<file path="src/design/assert_macros.svh">
// Assertion macros used by the top-level design file.
`ifndef ASSERT_MACROS_SVH
`define ASSERT_MACROS_SVH
`ifndef SYNTHESIS
// The consequent must hold in the same cycle as the antecedent.
`define ASSERT_IMPLIES(label, clk, rst_n, ante, cons) \
    label: assert property (@(posedge clk) disable iff (!(rst_n)) (ante) |-> (cons)) \
        else $error("assertion failed");
// The consequent must hold in the cycle after the antecedent.
`define ASSERT_NEXT(label, clk, rst_n, ante, cons) \
    label: assert property (@(posedge clk) disable iff (!(rst_n)) (ante) |=> (cons)) \
        else $error("assertion failed");
`else
`define ASSERT_IMPLIES(label, clk, rst_n, ante, cons)
`define ASSERT_NEXT(label, clk, rst_n, ante, cons)
`endif
`endif

</file>
<file path="src/design/arsl_pkg.sv">
// Types, constants and helper functions of the address range symbol lookup.
package arsl_pkg;

    localparam int TABLE_DEPTH = 1024;
    localparam int IDX_W       = $clog2(TABLE_DEPTH);
    localparam int CNT_W       = $clog2(TABLE_DEPTH + 1);
    localparam int PADDR_W     = 4;

    localparam int MARK_NOSYM_BIT  = 0;
    localparam int MARK_WEAK_BIT   = 1;
    localparam int MARK_STATIC_BIT = 2;

    typedef enum logic [1:0] {
        REQ_INSERT = 2'd0,
        REQ_LOOKUP = 2'd1,
        REQ_REBASE = 2'd2,
        REQ_NONE   = 2'd3
    } req_t;

    typedef enum logic [1:0] {
        REG_TABLE_BASE  = 2'd0,
        REG_TABLE_LIMIT = 2'd1,
        REG_LOAD_OFFSET = 2'd2,
        REG_UNUSED      = 2'd3
    } reg_idx_t;

    typedef struct packed {
        logic [1:0]         req_type;
        logic [31:0]        new_address;
        logic [15:0]        new_id;
        logic               new_nosym;
        logic               new_weak;
        logic               new_static;
        logic [31:0]        query_address;
        logic signed [31:0] rebase_delta;
    } in_t;

    typedef struct packed {
        logic        found;
        logic [15:0] func_id;
        logic [31:0] func_start;
        logic [31:0] func_end;
        logic        is_static;
        logic        status;
    } out_t;

    typedef struct packed {
        logic [31:0]        table_base;
        logic [31:0]        table_limit;
        logic signed [31:0] load_offset;
    } cfg_t;

    typedef struct packed {
        logic [31:0] addr;
        logic [15:0] ident;
        logic [2:0]  marks;
    } entry_t;

    // Smaller rank is preferred: entries with symbols, then weak, then global.
    function automatic logic [2:0] merge_rank(input logic [2:0] marks);
        merge_rank = {marks[MARK_NOSYM_BIT], ~marks[MARK_WEAK_BIT], marks[MARK_STATIC_BIT]};
    endfunction

endpackage

</file>
<file path="src/design/arsl_cfg.sv">
// APB register file holding the segment base, limit and load offset.
module arsl_cfg import arsl_pkg::*; (
    input  logic               aclk,
    input  logic               aresetn,
    input  logic               psel,
    input  logic               penable,
    input  logic               pwrite,
    input  logic [PADDR_W-1:0] paddr,
    input  logic [31:0]        pwdata,
    output logic [31:0]        prdata,
    output logic               pready,
    output cfg_t               cfg
);

    cfg_t     cfg_reg, cfg_next;
    reg_idx_t idx;

    assign idx    = reg_idx_t'(paddr[3:2]);
    assign pready = 1'b1;
    assign cfg    = cfg_reg;

    always_comb begin
        cfg_next = cfg_reg;
        if (psel && penable && pwrite) begin
            unique case (idx)
                REG_TABLE_BASE:  cfg_next.table_base  = pwdata;
                REG_TABLE_LIMIT: cfg_next.table_limit = pwdata;
                REG_LOAD_OFFSET: cfg_next.load_offset = pwdata;
                default:         cfg_next = cfg_reg;
            endcase
        end
    end

    always_comb begin
        unique case (idx)
            REG_TABLE_BASE:  prdata = cfg_reg.table_base;
            REG_TABLE_LIMIT: prdata = cfg_reg.table_limit;
            REG_LOAD_OFFSET: prdata = cfg_reg.load_offset;
            default:         prdata = 32'd0;
        endcase
    end

    always_ff @(posedge aclk) begin
        if (!aresetn) begin
            cfg_reg <= '0;
        end else begin
            cfg_reg <= cfg_next;
        end
    end

endmodule

</file>
<file path="config.mk">
export PLATFORM = sky130hd
export DESIGN_NAME = arsl_cfg
export DESIGN_NICKNAME = d
export VERILOG_FILES = /design/src/design/assert_macros.svh /design/src/design/arsl_pkg.sv /design/src/design/arsl_cfg.sv
export SDC_FILE = /design/constraint.sdc
export NUM_CORES = 1
export LEC_CHECK = 0
export BUFFER_PORTS_ARGS = -buffer_cell sky130_fd_sc_hd__buf_4
export CAP_MARGIN = 20
export CORE_MARGIN = 1
export CORE_UTILIZATION = 54
export CTS_BUF_LIST = sky130_fd_sc_hd__clkbuf_8
export DETAILED_ROUTE_END_ITERATION = 7
export HOLD_SLACK_MARGIN = 0.1
export PLACE_DENSITY_LB_ADDON = 0.05
export SYNTH_ARGS = -nofsm -noshare
export SYNTH_HDL_FRONTEND = slang
export SYNTH_SLANG_ARGS = --single-unit
</file>
<file path="constraint.sdc">
create_clock -name aclk -period 3.8 [get_ports aclk]
set_clock_uncertainty 0.05 [all_clocks]
set_input_delay 0.95 -clock aclk [delete_from_list [all_inputs] [get_ports aclk]]
set_output_delay 0.95 -clock aclk [all_outputs]
set_load 0.005 [all_outputs]
</file>
==> results.sh <==
export IMPL_postCtsSetupRepairBufs=0
export IMPL_postSynthCellCount=460
export IMPL_vdd_ir_drop_max_v=0.0003058
export IMPL_insertion_delay_ns=0.35
export IMPL_cts_tree="built"
export IMPL_critPathRequiredTime_ns=2.80
export IMPL_ys_ff_latch=96
export IMPL_fin_tns_setup_ns=0
export IMPL_setup_viol=0
export IMPL_num_io_pins=170
export IMPL_fin_nets=650
export IMPL_synth_area_um2=4212
export IMPL_cpMostUsedCell="buf_4"
export IMPL_use_met1=0.3175
export IMPL_core_um2=7408
export IMPL_clkPwrFrac=0.373
export IMPL_antenna_found_initial=0
export IMPL_crit_type="in -> out"
export IMPL_start_util=0.5685
export IMPL_worst_slew_pin_slew_ns=0.6639
export IMPL_max_freq_mhz=310.5
export IMPL_synthToLayoutAreaGrowth_pct=35.00
export IMPL_cap_violations=0
export IMPL_numCtsBuffers=9
export IMPL_gp_congestion=0.8015
export IMPL_slew_limit_headroom=0.5574
export IMPL_place_hpwl_um=7316
export IMPL_clkSlewWorstSetupHoldPaths_ns=0.09
export IMPL_p_int_w=0.001458
export IMPL_final_cell_mix="buf_4 (175), nand2_1 (160), mux2i_1 (128), dfxtp_1 (96), o21ai_0 (32)"
export IMPL_portBuffers=166
export IMPL_hp_class="reg -> reg"
export IMPL_wl_per_cell_um=15.10
export IMPL_overflow=0
export IMPL_hold_buffers=0
export IMPL_report_final_slew_viol_count=0
export IMPL_cp_end_kind="output port"
export IMPL_fp_dieH_um=90.31
export IMPL_wl_um=10750
export IMPL_mostFrequentLayoutCell="buf_4"
export IMPL_final_antenna_net_count=0
export IMPL_place_area_um2=5477
export IMPL_first_global_vias=3525
export IMPL_vias_per_cell=5.239
export IMPL_largest_reg_flops=96
export IMPL_met2_usage=0.4497
export IMPL_drive_gt1_frac=0.3181
export IMPL_cp_top_family="buffers and inverters"
export IMPL_clockBufferDepth=2
export IMPL_cellPowerDensity_nw_per_um2=334.3
export IMPL_syn_area_per_cell_um2=9.156
export IMPL_swShare=0.2326
export IMPL_vias=3730
export IMPL_path_cells="buf_4 -> nor2b_2 -> buf_4 -> nand2_1 -> o21ai_0 -> buf_4"
export IMPL_cpPeakStageDelay_ns=0.52
export IMPL_cts_max_level=3
export IMPL_grt_busiest_layer="met2"
export IMPL_die_w_um=90.31
export IMPL_cts_resized=0
export IMPL_ys_types=14
export IMPL_critical_path_buf_inv_count=3
export IMPL_row_count=31
export IMPL_clock_sinks=96
export IMPL_drcViolationCount=0
export IMPL_dieArea_um2=8156
export IMPL_firstDrtPassIters=5
export IMPL_n_fill_cell=547
export IMPL_period_needed_ns=3.221
export IMPL_status="completed"
export IMPL_cts_root_buf="clkbuf_8"
export IMPL_period_share=0.8476
export IMPL_p_comb_frac=0.085
export IMPL_p_seq_frac=0.542
export IMPL_n_antenna_cell=0
export IMPL_grt_usage=0.2613
export IMPL_grt_util_met3=0.06397
export IMPL_grt_setup_unrepaired="false"
export IMPL_totalPowerFinal_w=0.001900
export IMPL_grt_pass1_wl_um=17200
export IMPL_cp_start_kind="primary input"
export IMPL_ys_seq_area_frac=0.4563
export IMPL_yosys_warnings=0
export IMPL_slowest_stage="buf_4"
export IMPL_critPathMaxFanout=36
export IMPL_synth_nets=501
export IMPL_cellLeakagePower_nw=2.644
export IMPL_switching_power_w=0.0004420
export IMPL_fin_area_um2=5685
export IMPL_grt_max_degree=67
export IMPL_final_hold_violation_count=0
export IMPL_initialDrtViolationCount=108
export IMPL_arrival_ns=2.22
## cell type report
cell class              instances  area (µm²)  area share
multi-input cells             326        2097      0.3688
flip-flops and latches         96        1922      0.3380
repair buffers                176        1334      0.2346
clock buffers                   9       123.9     0.02179
well taps                      99       123.9     0.02179
clock inverters                 6       85.08     0.01496
## power groups by stage
stage          Sequential, W  Combinational, W  Clock [W]
6_report             0.00103          0.000162   0.000709
5_1_grt              0.00103          0.000175   0.000758
4_1_cts              0.00103          0.000163   0.000714
3_5_place_dp         0.00105          0.000163          0
3_3_place_gp         0.00105          0.000158          0
2_1_floorplan        0.00105         0.0000873          0
## path summary, 6_finish.rpt
| kind | startpoint | slack [ns] | cells after the start | to |
|---|---|---|---|---|
| max reg2reg | cfg[79] | 3.05 | 2 | cfg[79] |
| min | cfg[94] | 0.43 | 2 | cfg[94] |
| min reg2reg | cfg[94] | 0.43 | 2 | cfg[94] |
| max | paddr[2] | 0.58 | 6 | prdata[12] |
## logic make-up after synthesis
group	synth area share
other cells	0.0008904
compound gates	0.03803
mux	0.3042
simple gates	0.1515
buf+inv	0.04902
flops	0.4563
## worst min-delay path, stage by stage (launching register included)
cell and delay, ns:
dfxtp_1 0.33, nand2_1 0.06, mux2i_1 0.05
## routing by layer
metal,share of wire,vias to the layer above
met5,0,-
met3,0.064,14
met1,0.43,1769
li1,-,1822
met2,0.49,125
met4,0.015,0
## Yosys cell counts (all sizes together)
library cell	number	area, µm²
o21ai	32	160.2
dfxtp	96	1922
conb	1	3.750
nor2b	1	6.260
nor3b	1	7.510
nor3	1	10.01
nand2	160	600.6
clkbuf	18	67.56
or3b	1	8.760
buf	20	138.9
nand3	1	5.000
mux2i	128	1281
## through the flow
step | setup slack (ns) | hold WS [ns] | utilization | instances
4_1_cts | 0.5691 | 0.4291 | 0.7674 | 712
5_1_grt | 0.4707 | 0.4514 | 0.7674 | 712
2_1_floorplan | 1.099 | 0.4133 | - | 460
3_3_place_gp | 0.5877 | 0.4084 | 0.7392 | 697
6_report | 0.5792 | 0.4300 | 0.7674 | 712
3_5_place_dp | 0.5669 | 0.4138 | 0.7392 | 697
No activity file was read; power rests on OpenSTA's default activity.
