===== config.mk =====
export PLATFORM = sky130hd
export DESIGN_NAME = arsl_ram
export DESIGN_NICKNAME = d
export VERILOG_FILES = /design/src/design/assert_macros.svh /design/src/design/arsl_ram.sv
export SDC_FILE = /design/constraint.sdc
export NUM_CORES = 1
export LEC_CHECK = 0
export BUFFER_PORTS_ARGS = -buffer_cell sky130_fd_sc_hd__buf_2
export CAP_MARGIN = 30
export CORE_UTILIZATION = 45
export CTS_BUF_LIST = sky130_fd_sc_hd__clkbuf_4
export CTS_CLUSTER_DIAMETER = 80
export DETAILED_ROUTE_END_ITERATION = 8
export GPL_ROUTABILITY_DRIVEN = 0
export HOLD_SLACK_MARGIN = 0.12
export SLEW_MARGIN = 15
export SYNTH_ARGS = -nofsm -noshare
export SYNTH_HDL_FRONTEND = slang
export SYNTH_SLANG_ARGS = --single-unit

===== constraint.sdc =====
create_clock -name aclk -period 1.9 [get_ports aclk]
set_input_delay 0.095 -clock aclk [delete_from_list [all_inputs] [get_ports aclk]]
set_output_delay 0.095 -clock aclk [all_outputs]
set_load 0.005 [all_outputs]

===== src/design/assert_macros.svh =====
// Assertion macros used by the top-level design file.
`ifndef ASSERT_MACROS_SVH
`define ASSERT_MACROS_SVH
`ifndef SYNTHESIS
// The consequent must hold in the same cycle as the antecedent.
`define ASSERT_IMPLIES(label, clk, rst_n, ante, cons) \
    label: assert property (@(posedge clk) disable iff (!(rst_n)) (ante) |-> (cons)) \
        else $error("assertion failed");
// The consequent must hold in the cycle after the antecedent.
`define ASSERT_NEXT(label, clk, rst_n, ante, cons) \
    label: assert property (@(posedge clk) disable iff (!(rst_n)) (ante) |=> (cons)) \
        else $error("assertion failed");
`else
`define ASSERT_IMPLIES(label, clk, rst_n, ante, cons)
`define ASSERT_NEXT(label, clk, rst_n, ante, cons)
`endif
`endif


===== src/design/arsl_ram.sv =====
// Generic single-write, single-read RAM with registered read data.
module arsl_ram #(
    parameter int WIDTH = 8,
    parameter int DEPTH = 16
) (
    input  logic                     aclk,
    input  logic                     we,
    input  logic [$clog2(DEPTH)-1:0] waddr,
    input  logic [WIDTH-1:0]         wdata,
    input  logic [$clog2(DEPTH)-1:0] raddr,
    output logic [WIDTH-1:0]         rdata
);

    logic [WIDTH-1:0] mem [DEPTH];

    always_ff @(posedge aclk) begin
        if (we) begin
            mem[waddr] <= wdata;
        end
        rdata <= mem[raddr];
    end

endmodule


==> impl_metrics.env, run 1 <==
export IMPL_setup_violations_final=0
export IMPL_setup_repair_after_global_routing_missed_its_margin="false"
export IMPL_synth_top_area_cell="edfxtp_1"
export IMPL_drt_vias_per_instance=5.42
export IMPL_dpl_cell_area_um2=5570
export IMPL_antenna_found_initial=1
export IMPL_die_area_um2=11900
export IMPL_outcome="finished, final reports clean"
export IMPL_final_instance_count_excl_fill=454
export IMPL_post_cts_repair_setup_buffers=0
export IMPL_avgRoutedWirePerCell_um=20.3
export IMPL_tritoncts_clock_tree="built"
export IMPL_min_period_over_period_pct=83.0
export IMPL_maxClockFrequency_mhz=634
export IMPL_core_area_um2=11000
export IMPL_die_x_um=109
export IMPL_cts_hold_buf=14
export IMPL_critical_path_arrival_ns=1.79
export IMPL_fin_tns_setup_ns=0
export IMPL_grt_pass1_vias=2456
export IMPL_postSynthCellCount=229
export IMPL_first_pass_grt_wire_length_um=14200
export IMPL_synthesis_area_um2=5150
export IMPL_final_antenna_net_count=0
export IMPL_cellPowerDensity_nw_per_um2=944
export IMPL_clock_tree_htree_level_count=4
export IMPL_drt_iter0_drc=123
export IMPL_timing_final_max_slew_violations=0
export IMPL_ctsResizeCount=0
export IMPL_worst_slew_pin_transition_ns=0.443
export IMPL_fp_row_count=38
export IMPL_timing_critical_path_from_type="input pin"
export IMPL_clock_sinks=136
export IMPL_vias=2460
export IMPL_route_detailed_drc=0
export IMPL_placed_cells_incl_taps=407
export IMPL_finalNetCount=318
export IMPL_pin_count_of_the_biggest_net_entering_global_routing=26
export IMPL_worst_setup_hold_path_clk_slew_ns=0.11
export IMPL_die_height_um=109
export IMPL_timing_max_cap_violations=0
export IMPL_critical_path_class="in2reg"
export IMPL_finish_instance_area_um2=6020
export IMPL_worst_hold_slack_ns=0.172
export IMPL_hold_path_class="in2reg"
export IMPL_layout_setup_ws_ns=0.323
export IMPL_dpl_hpwl_um=5980
export IMPL_effective_utilization_at_floorplan_pct=46.9
export IMPL_drive_above_1_share_pct=31.6
export IMPL_cts_root_buffer="clkbuf_4"
export IMPL_postRouteWirelength_um=9200
export IMPL_pre_cts_ws_ns=0.263
export IMPL_synth_nets=247
export IMPL_grt_usage_pct=17.8
export IMPL_worstSetupEndpointType="flip-flop"
export IMPL_numCtsBuffers=17
export IMPL_synthesis_to_layout_area_growth_pct=17.0
export IMPL_report_final_hold_viol_count=0
export IMPL_p_leak_uw=0.00206
export IMPL_overflow=0
export IMPL_finalClockSkew_ns=0.0184
export IMPL_synth_area_leaders="edfxtp_1 (75%), mux4_2 (7.9%), mux4_1 (7.1%), dfxtp_1 (3.1%), a22oi_1 (2.3%)"
export IMPL_floorplan_io_pins=26
export IMPL_synth_area_per_cell_um2=22.5
export IMPL_power_ir_vdd_worst_mv=0.395
export IMPL_critical_path_peak_fanout=8
export IMPL_worstPathRequired_ns=2.11
export IMPL_place_port_buffers=25
export IMPL_synth_cell_type_count=19
export IMPL_postSynthRegisterBits=136
export IMPL_relSlewSlack_pct=70.4
export IMPL_synth_yosys_seq_area_share_pct=77.8
export IMPL_yosys_area_top_type_share_pct=74.7
export IMPL_drt_pass1_iter_count=5
export IMPL_yosys_warnings=0
export IMPL_period_needed_ns=1.58
export IMPL_clock_tree_buffer_depth=2
export IMPL_clock_insertion_delay_at_the_later_pin_of_the_skew_report_ns=0.51
-- critical path: stages --
cell and delay, ns:
dlygate4sd3_1 0.52, buf_2 0.13, nand3b_1 0.14, nor3_1 0.16, dlygate4sd3_1 0.57, buf_4 0.18
-- worst paths after layout --
kind	from	endpoint	slack [ns]	cells past startpoint
max	we	mem[4][3]$_DFFE_PP_	0.32	6
min	waddr[3]	mem[7][7]$_DFFE_PP_	0.17	3
max reg2reg	mem[3][7]$_DFFE_PP_	rdata[7]$_DFF_P_	0.52	3
min reg2reg	mem[14][2]$_DFFE_PP_	rdata[2]$_DFF_P_	0.69	3
-- layout make-up --
| class | count | area (um^2) |
|---|---|---|
| clock inverter | 14 | 174 |
| sequential | 136 | 4000 |
| timing repair buffer | 62 | 475 |
| multi-input combinational | 83 | 1060 |
| fill | 845 | 4960 |
| antenna | 1 | 2.50 |
| tap | 140 | 175 |
| clock buffer | 18 | 135 |
-- layout by cell type, fill, tap and decap left out, types with 4 or more instances in the layout --
cell type      count
buf_4             20
mux4_1            14
mux4_2            18
clkbuf_4          18
dfxtp_1            8
edfxtp_1         128
a22oi_1           16
nor2_1            13
nand2_1            9
nor3_1             4
dlygate4sd3_1     14
clkinv_4           4
buf_2             25
-- synth_stat cells --
| master | number |
|---|---|
| nand2b_1 | 2 |
| edfxtp_1 | 128 |
| mux4_1 | 14 |
| dfxtp_1 | 8 |
| nand2_1 | 9 |
| mux4_2 | 18 |
| buf_4 | 1 |
| buf_6 | 3 |
| nor2_1 | 13 |
| buf_2 | 3 |
| or3b_2 | 1 |
| clkdlybuf4s25_2 | 3 |
| nand3_1 | 1 |
| nor2b_1 | 1 |
| and2b_1 | 1 |
| nand3b_1 | 2 |
| and2_1 | 1 |
| nor3_1 | 4 |
| a22oi_1 | 16 |
-- kinds of logic (layout without fill, tap and decap cells) --
group / after synthesis / count (layout) / share of synthesized area [%]
AO/OA/AOI/OAI: 16 / 16 / 2.33
buffers and inverters: 10 / 94 / 1.68
flip-flops: 136 / 136 / 77.8
multiplexers: 32 / 32 / 15.0
other: 0 / 1 / 0
AND/OR/NAND/NOR: 35 / 35 / 3.18
-- registers in the layout (all words and copies together) (netlist names) --
register,count
mem,128
rdata,8
-- power breakdown --
part	total, uW	switching (uW)	internal [uW]	leakage, uW
logic	333	173	160	0.000666
registers	3360	15.6	3350	0.00122
clock network	1990	1050	941	0.000167
total	5690	1240	4450	0.00206
-- per-layer routing --
metal	vias up	track usage (%)	part of all wire (%)	wire [um]
li1	1123	-	-	-
met1	1270	23.8	45	4110
met2	65	27.4	50	4600
met3	2	5.38	4.6	424
met4	0	6.95	0.65	60
met5	-	0	0	0
-- through the flow --
stage | total power [uW] | util, %
after global placement | 3740 | 50.7
final | 5690 | 54.8
after CTS | 5750 | 54.8
after detailed placement | 3750 | 50.7
after floorplan | 3600 | -
after global routing | 5890 | 54.8
Note: power is estimated with default switching activity, not from simulation.
==> run 2, diff against run 1 <==
- ABC_AREA: default -> 1
- clock period: 1.9 -> 1.5 ns (I/O delays scaled with it)
==> run 2 against run 1 <==
Final cell count up 75%; wire length up 39%; critical path type unchanged; worst setup slack better by 0.019 ns; sequential power up 27%; clock power up 13%; die area up 12%.
==> impl_metrics.env, run 2 <==
export IMPL_timing_reg2reg_worst_path_depth=6
export IMPL_route_detailed_drc=0
export IMPL_crit_reg2reg_capture="rdata[5]$_DFF_P_"
export IMPL_yosysMostFrequentCell="nand2_1"
export IMPL_worst_slew_pin_transition_ns=0.403
export IMPL_drive_above_1_share_pct=13.3
export IMPL_maxClockFrequency_mhz=864
export IMPL_die_height_um=115
export IMPL_synth_area_per_cell_um2=10.5
export IMPL_setup_repair_after_global_routing_missed_its_margin="false"
export IMPL_postSynthRegisterBits=136
export IMPL_relSlewSlack_pct=73.1
export IMPL_finalClockSkew_ns=0.0182
export IMPL_hold_path_class="in2reg"
export IMPL_hold_path_depth=7
export IMPL_regMostFlops="mem"
export IMPL_final_core_util_pct=53.5
export IMPL_dpl_hpwl_um=8130
export IMPL_effective_utilization_at_floorplan_pct=47.0
export IMPL_launch_instance_of_the_worst_min_delay_path="raddr[0]"
export IMPL_post_synth_most_frequent_cells="nand2_1 (173), edfxtp_1 (128), inv_1 (100)"
export IMPL_critical_path_arrival_ns=1.63
export IMPL_drt_vias_per_instance=4.87
export IMPL_worst_setup_hold_path_clk_slew_ns=0.10
export IMPL_timing_max_cap_violations=0
export IMPL_clock_tree_buffer_depth=2
export IMPL_synth_top_area_cell="edfxtp_1"
export IMPL_clock_sinks=136
export IMPL_tritoncts_clock_tree="built"
export IMPL_worstSetupEndpointType="flip-flop"
export IMPL_pin_count_of_the_biggest_net_entering_global_routing=34
export IMPL_r2r_start="mem[1][5]$_DFFE_PP_"
export IMPL_timing_critical_path_from_type="input pin"
export IMPL_avgRoutedWirePerCell_um=16.1
export IMPL_report_final_hold_viol_count=0
export IMPL_synth_area_leaders="edfxtp_1 (67%), nand2_1 (11%), nand3_1 (8.4%), inv_1 (6.5%), dfxtp_1 (2.8%)"
export IMPL_synth_nets=569
export IMPL_outcome="finished, final reports clean"
export IMPL_min_period_over_period_pct=77.2
export IMPL_power_ir_vdd_worst_mv=0.473
export IMPL_post_synth_top_flop="edfxtp_1"
export IMPL_fin_tns_setup_ns=0
export IMPL_drt_pass1_iter_count=4
export IMPL_drt_iter0_drc=291
export IMPL_r2r_setup_slack_ns=0.46
export IMPL_yosys_warnings=0
export IMPL_synthesis_area_um2=5770
export IMPL_antenna_found_initial=1
export IMPL_most_frequent_standard_cell_in_the_layout_excluding_fill_and_tap_cells="nand2_1"
export IMPL_grt_pass1_vias=3719
export IMPL_post_layout_total_power_uw=7060
export IMPL_reg_top3="mem x128, rdata x8"
export IMPL_whs_endpoint="rdata[6]$_DFF_P_"
export IMPL_critical_path_class="in2reg"
export IMPL_largest_reg_flops=128
export IMPL_core_area_um2=12300
export IMPL_postRouteWirelength_um=12800
export IMPL_fp_row_count=40
export IMPL_setup_violations_final=0
export IMPL_postSynthCellCount=551
export IMPL_period_needed_ns=1.16
export IMPL_first_pass_grt_wire_length_um=20000
export IMPL_synth_cell_type_count=12
export IMPL_place_port_buffers=25
export IMPL_timing_final_max_slew_violations=0
export IMPL_dpl_cell_area_um2=6170
export IMPL_finish_instance_area_um2=6570
export IMPL_grt_usage_pct=21.5
export IMPL_cellPowerDensity_nw_per_um2=1080
export IMPL_critical_path_peak_fanout=14
export IMPL_synth_enable_flop_cells=128
export IMPL_layout_cells_most_common_list="nand2_1 (173), edfxtp_1 (128), inv_1 (99), nand3_1 (96), buf_4 (26)"
export IMPL_synth_yosys_seq_area_share_pct=69.4
export IMPL_yosys_area_top_type_share_pct=66.7
export IMPL_p_leak_uw=0.00286
export IMPL_worst_hold_slack_ns=0.184
export IMPL_finalNetCount=629
export IMPL_clock_tree_htree_level_count=4
export IMPL_numCtsBuffers=17
export IMPL_clock_insertion_delay_at_the_later_pin_of_the_skew_report_ns=0.53
export IMPL_worstPathRequired_ns=1.97
export IMPL_floorplan_io_pins=26
export IMPL_vias=3859
export IMPL_num_fill_cells=1099
export IMPL_die_area_um2=13300
export IMPL_overflow=0
export IMPL_synthesis_to_layout_area_growth_pct=13.8
export IMPL_async_flop_share_pct=0
export IMPL_final_antenna_net_count=0
export IMPL_die_x_um=115
export IMPL_cts_root_buffer="clkbuf_4"
run 2: cell count changes after synthesis, moves of 3 or more:
| cell | change |
|---|---|
| mux4_1 | -14 |
| nand3_1 | +96 |
| a22oi_1 | -16 |
| mux4_2 | -18 |
| buf_4 | +3 |
| buf_2 | +10 |
| nor3_1 | -4 |
| nor2_1 | +4 |
| nand2_1 | +164 |
| buf_6 | +3 |
| inv_1 | +100 |
| clkdlybuf4s25_2 | -3 |
run 2: area by class of cell:
type	instances	area, um^2	area share [%]
antenna	1	2.50	0.0381
clock buffer	24	180	2.74
clock inverter	8	82.6	1.26
inverter	102	387	5.89
multi-input combinational	289	1220	18.6
sequential	136	4000	61.0
tap	168	210	3.20
timing repair buffer	65	480	7.32
run 2: cells by family (layout without fill, tap and decap cells):
group | count (synthesis) | after routing | share of synthesized area (%)
buf+inv | 126 | 199 | 9.52
flops | 136 | 136 | 69.4
other cells | 0 | 1 | 0
simple gates | 289 | 289 | 21.0
run 2: critical path, stage by stage:
cell           delay [ns]
dlygate4sd3_1        0.52
buf_2                0.15
clkinvlp_4           0.28
buf_4                0.24
nand3_1              0.09
nand3_1              0.16
nand2_1              0.10
run 2: per-stage QoR:
| stage | setup WS (ns) | instances |
|---|---|---|
| detailed placement | 0.218 | 748 |
| floorplan | 0.474 | 551 |
| global route | 0.311 | 793 |
| CTS | 0.0117 | 793 |
| finish | 0.342 | 793 |
| global placement | 0.231 | 748 |
run 2: worst max path at each step:
| stage | startpoint | end | slack, ns | depth (start not counted) |
|---|---|---|---|---|
| 6_report | raddr[2] | rdata[6]$_DFF_P_ | 0.34 | 7 |
| 3_3_place_gp | raddr[2] | rdata[4]$_DFF_P_ | 0.23 | 6 |
| 2_1_floorplan | waddr[2] | mem[10][0]$_DFFE_PP_ | 0.47 | 2 |
| 3_5_place_dp | raddr[1] | rdata[4]$_DFF_P_ | 0.22 | 7 |
| 4_1_cts | raddr[2] | rdata[7]$_DFF_P_ | 0.01 | 7 |
| 5_1_grt | rdata[6]$_DFF_P_ | rdata[6] | 0.31 | 1 |
run 2: report_power, final:
group	switching (uW)	internal, uW
clock network	1160	1090
logic	364	185
registers	27.6	4240
total	1550	5510
run 2: repair_timing:
action                                 CTS  global route
setup endpoints to repair                0             1
resized for setup                        0             2
endpoints found under the hold margin  139             0
setup buffers                            0             0
hold buffers                            13             0
run 2: metal layers:
| metal | wire [um] | global-route usage, % |
|---|---|---|
| met5 | 0 | 0 |
| met4 | 304 | 10.6 |
| met3 | 586 | 4.48 |
| met2 | 6030 | 33.4 |
| met1 | 5850 | 28.9 |
==> run 3, diff against run 2 <==
- clock period: 1.5 -> 1.1 ns (I/O delays scaled with it)
==> run 3 against run 2 <==
Global-route usage fell by 0.19 points; die area unchanged; final cell count fell by 0.38%; flip-flop and latch count did not move; via count is 1.2% lower; total power up 37%; utilization grew 0.27 points; critical path type unchanged.
==> impl_metrics.env, run 3 (same netlist as run 2, synthesis figures left out) <==
export IMPL_outcome="finished, final reports clean"
export IMPL_critPathSlowestCell="dlygate4sd3_1"
export IMPL_drt_vias_per_instance=4.83
export IMPL_drive_above_1_share_pct=13.8
export IMPL_grt_usage_pct=21.3
export IMPL_tritoncts_clock_tree="built"
export IMPL_timing_final_max_slew_violations=0
export IMPL_area_sequential_um2=4010
export IMPL_setup_violations_final=0
export IMPL_worstSetupEndpointType="flip-flop"
export IMPL_r2r_start="mem[1][6]$_DFFE_PP_"
export IMPL_hold_path_depth=4
export IMPL_cts_root_buffer="clkbuf_4"
export IMPL_timing_critical_path_from_type="input pin"
export IMPL_period_needed_ns=1.06
export IMPL_route_detailed_drc=0
export IMPL_relSlewSlack_pct=74.8
export IMPL_effective_utilization_at_floorplan_pct=47.0
export IMPL_antenna_found_initial=1
export IMPL_dpl_hpwl_um=7840
export IMPL_crit_path_cell_trace="dlygate4sd3_1 -> buf_2 -> inv_2 -> buf_12 -> nand3_1 -> nand3_1 -> nand3_1 -> nand2_1"
export IMPL_die_x_um=115
export IMPL_reg_top3="mem x128, rdata x8"
export IMPL_die_area_um2=13300
export IMPL_finalClockSkew_ns=0.0170
export IMPL_launch_instance_of_the_worst_min_delay_path="waddr[2]"
export IMPL_cpPeakStageDelay_ns=0.53
export IMPL_fin_tns_setup_ns=0
export IMPL_drt_pass1_iter_count=4
export IMPL_fp_row_count=40
export IMPL_layout_cells_most_common_list="nand2_1 (173), edfxtp_1 (128), inv_1 (100), nand3_1 (96), buf_2 (24)"
export IMPL_critical_path_arrival_ns=1.52
export IMPL_avgRoutedWirePerCell_um=16.0
export IMPL_min_period_over_period_pct=96.1
export IMPL_p_leak_uw=0.00287
export IMPL_final_core_util_pct=53.8
export IMPL_regMostFlops="mem"
export IMPL_floorplan_io_pins=26
export IMPL_grt_pass1_vias=3685
export IMPL_whs_endpoint="mem[4][5]$_DFFE_PP_"
export IMPL_clock_tree_buffer_depth=2
export IMPL_drt_iter0_drc=236
export IMPL_final_antenna_net_count=0
export IMPL_num_fill_cells=1079
export IMPL_place_port_buffers=25
export IMPL_crit_path_frequent_cell="nand3_1"
export IMPL_multi_input_area_um2=1220
export IMPL_die_height_um=115
export IMPL_dpl_cell_area_um2=6210
export IMPL_crit_reg2reg_capture="rdata[6]$_DFF_P_"
export IMPL_clock_sinks=136
export IMPL_worstPathRequired_ns=1.57
export IMPL_clock_tree_htree_level_count=4
export IMPL_r2r_setup_slack_ns=0.10
export IMPL_hold_path_class="in2reg"
export IMPL_clock_insertion_delay_at_the_later_pin_of_the_skew_report_ns=0.53
export IMPL_critical_path_peak_fanout=32
export IMPL_cellPowerDensity_nw_per_um2=1470
export IMPL_first_pass_grt_wire_length_um=19900
export IMPL_maxClockFrequency_mhz=946
export IMPL_numCtsBuffers=17
export IMPL_pre_cts_ws_ns=-0.0526
export IMPL_timing_reg2reg_worst_path_depth=6
export IMPL_core_area_um2=12300
export IMPL_largest_reg_flops=128
export IMPL_overflow=0
export IMPL_postRouteWirelength_um=12700
export IMPL_synthesis_to_layout_area_growth_pct=14.4
export IMPL_pin_count_of_the_biggest_net_entering_global_routing=37
export IMPL_most_frequent_standard_cell_in_the_layout_excluding_fill_and_tap_cells="nand2_1"
export IMPL_worst_slew_pin_transition_ns=0.377
export IMPL_worst_setup_hold_path_clk_slew_ns=0.12
export IMPL_report_final_hold_viol_count=0
export IMPL_layout_setup_ws_ns=0.0430
export IMPL_timing_max_cap_violations=0
export IMPL_power_ir_vdd_worst_mv=0.941
export IMPL_vias=3814
export IMPL_finish_instance_area_um2=6600
export IMPL_critical_path_class="in2reg"
export IMPL_finalNetCount=626
export IMPL_setup_repair_after_global_routing_missed_its_margin="true"
-- run 3: layout make-up --
type                       count  area share [%]
multi-input combinational    289            18.5
clock buffer                  21            2.39
tap                          168            3.19
inverter                     102            5.80
clock inverter                11            1.61
timing repair buffer          62            7.76
antenna                        1          0.0379
sequential                   136            60.7
-- run 3: layer usage --
metal | wire length (um) | track usage, % | share of wire [%]
met5 | 0 | 0 | 0
met4 | 287 | 11.0 | 2.3
met3 | 659 | 5.43 | 5.2
met2 | 6170 | 34.0 | 49
met1 | 5550 | 27.0 | 44
-- run 3: how the worst max path moves through the flow --
| stage | slack (ns) | from | endpoint | depth (start not counted) |
|---|---|---|---|---|
| 3_5_place_dp | -0.05 | raddr[0] | rdata[1]$_DFF_P_ | 9 |
| 6_report | 0.04 | raddr[1] | rdata[6]$_DFF_P_ | 8 |
| 3_3_place_gp | -0.06 | raddr[0] | rdata[1]$_DFF_P_ | 9 |
| 5_1_grt | -0.04 | rdata[0]$_DFF_P_ | rdata[0] | 1 |
| 2_1_floorplan | 0.09 | waddr[3] | mem[4][0]$_DFFE_PP_ | 2 |
| 4_1_cts | 0.01 | rdata[0]$_DFF_P_ | rdata[0] | 1 |
-- run 3: repair_timing --
action | 4_1_cts | 5_1_grt
hold buffers | 11 | 0
buffers inserted | 0 | 0
setup endpoints to repair | 1 | 4
gates resized for setup | 1 | 4
hold endpoints to repair | 136 | 0
-- run 3: critical path: cells and delay by family --
family,cells,cell delay (ns)
buffers and inverters,4,0.94
AND/OR/NAND/NOR,4,0.50
-- run 3: report_power, final --
group          internal [uW]  switching [uW]  total (uW)
sequential              5780            32.6        5820
clock                   1410            1680        3090
combinational            273             500         774
total                   7470            2210        9680
-- run 3: per-stage QoR --
stage               power [uW]  cells  hold WS (ns)
floorplan                 6340    551         0.154
global placement          6670    746         0.431
detailed placement        6680    746         0.429
CTS                       9760    789         0.120
global route             10100    790         0.130
finish                    9680    790         0.171
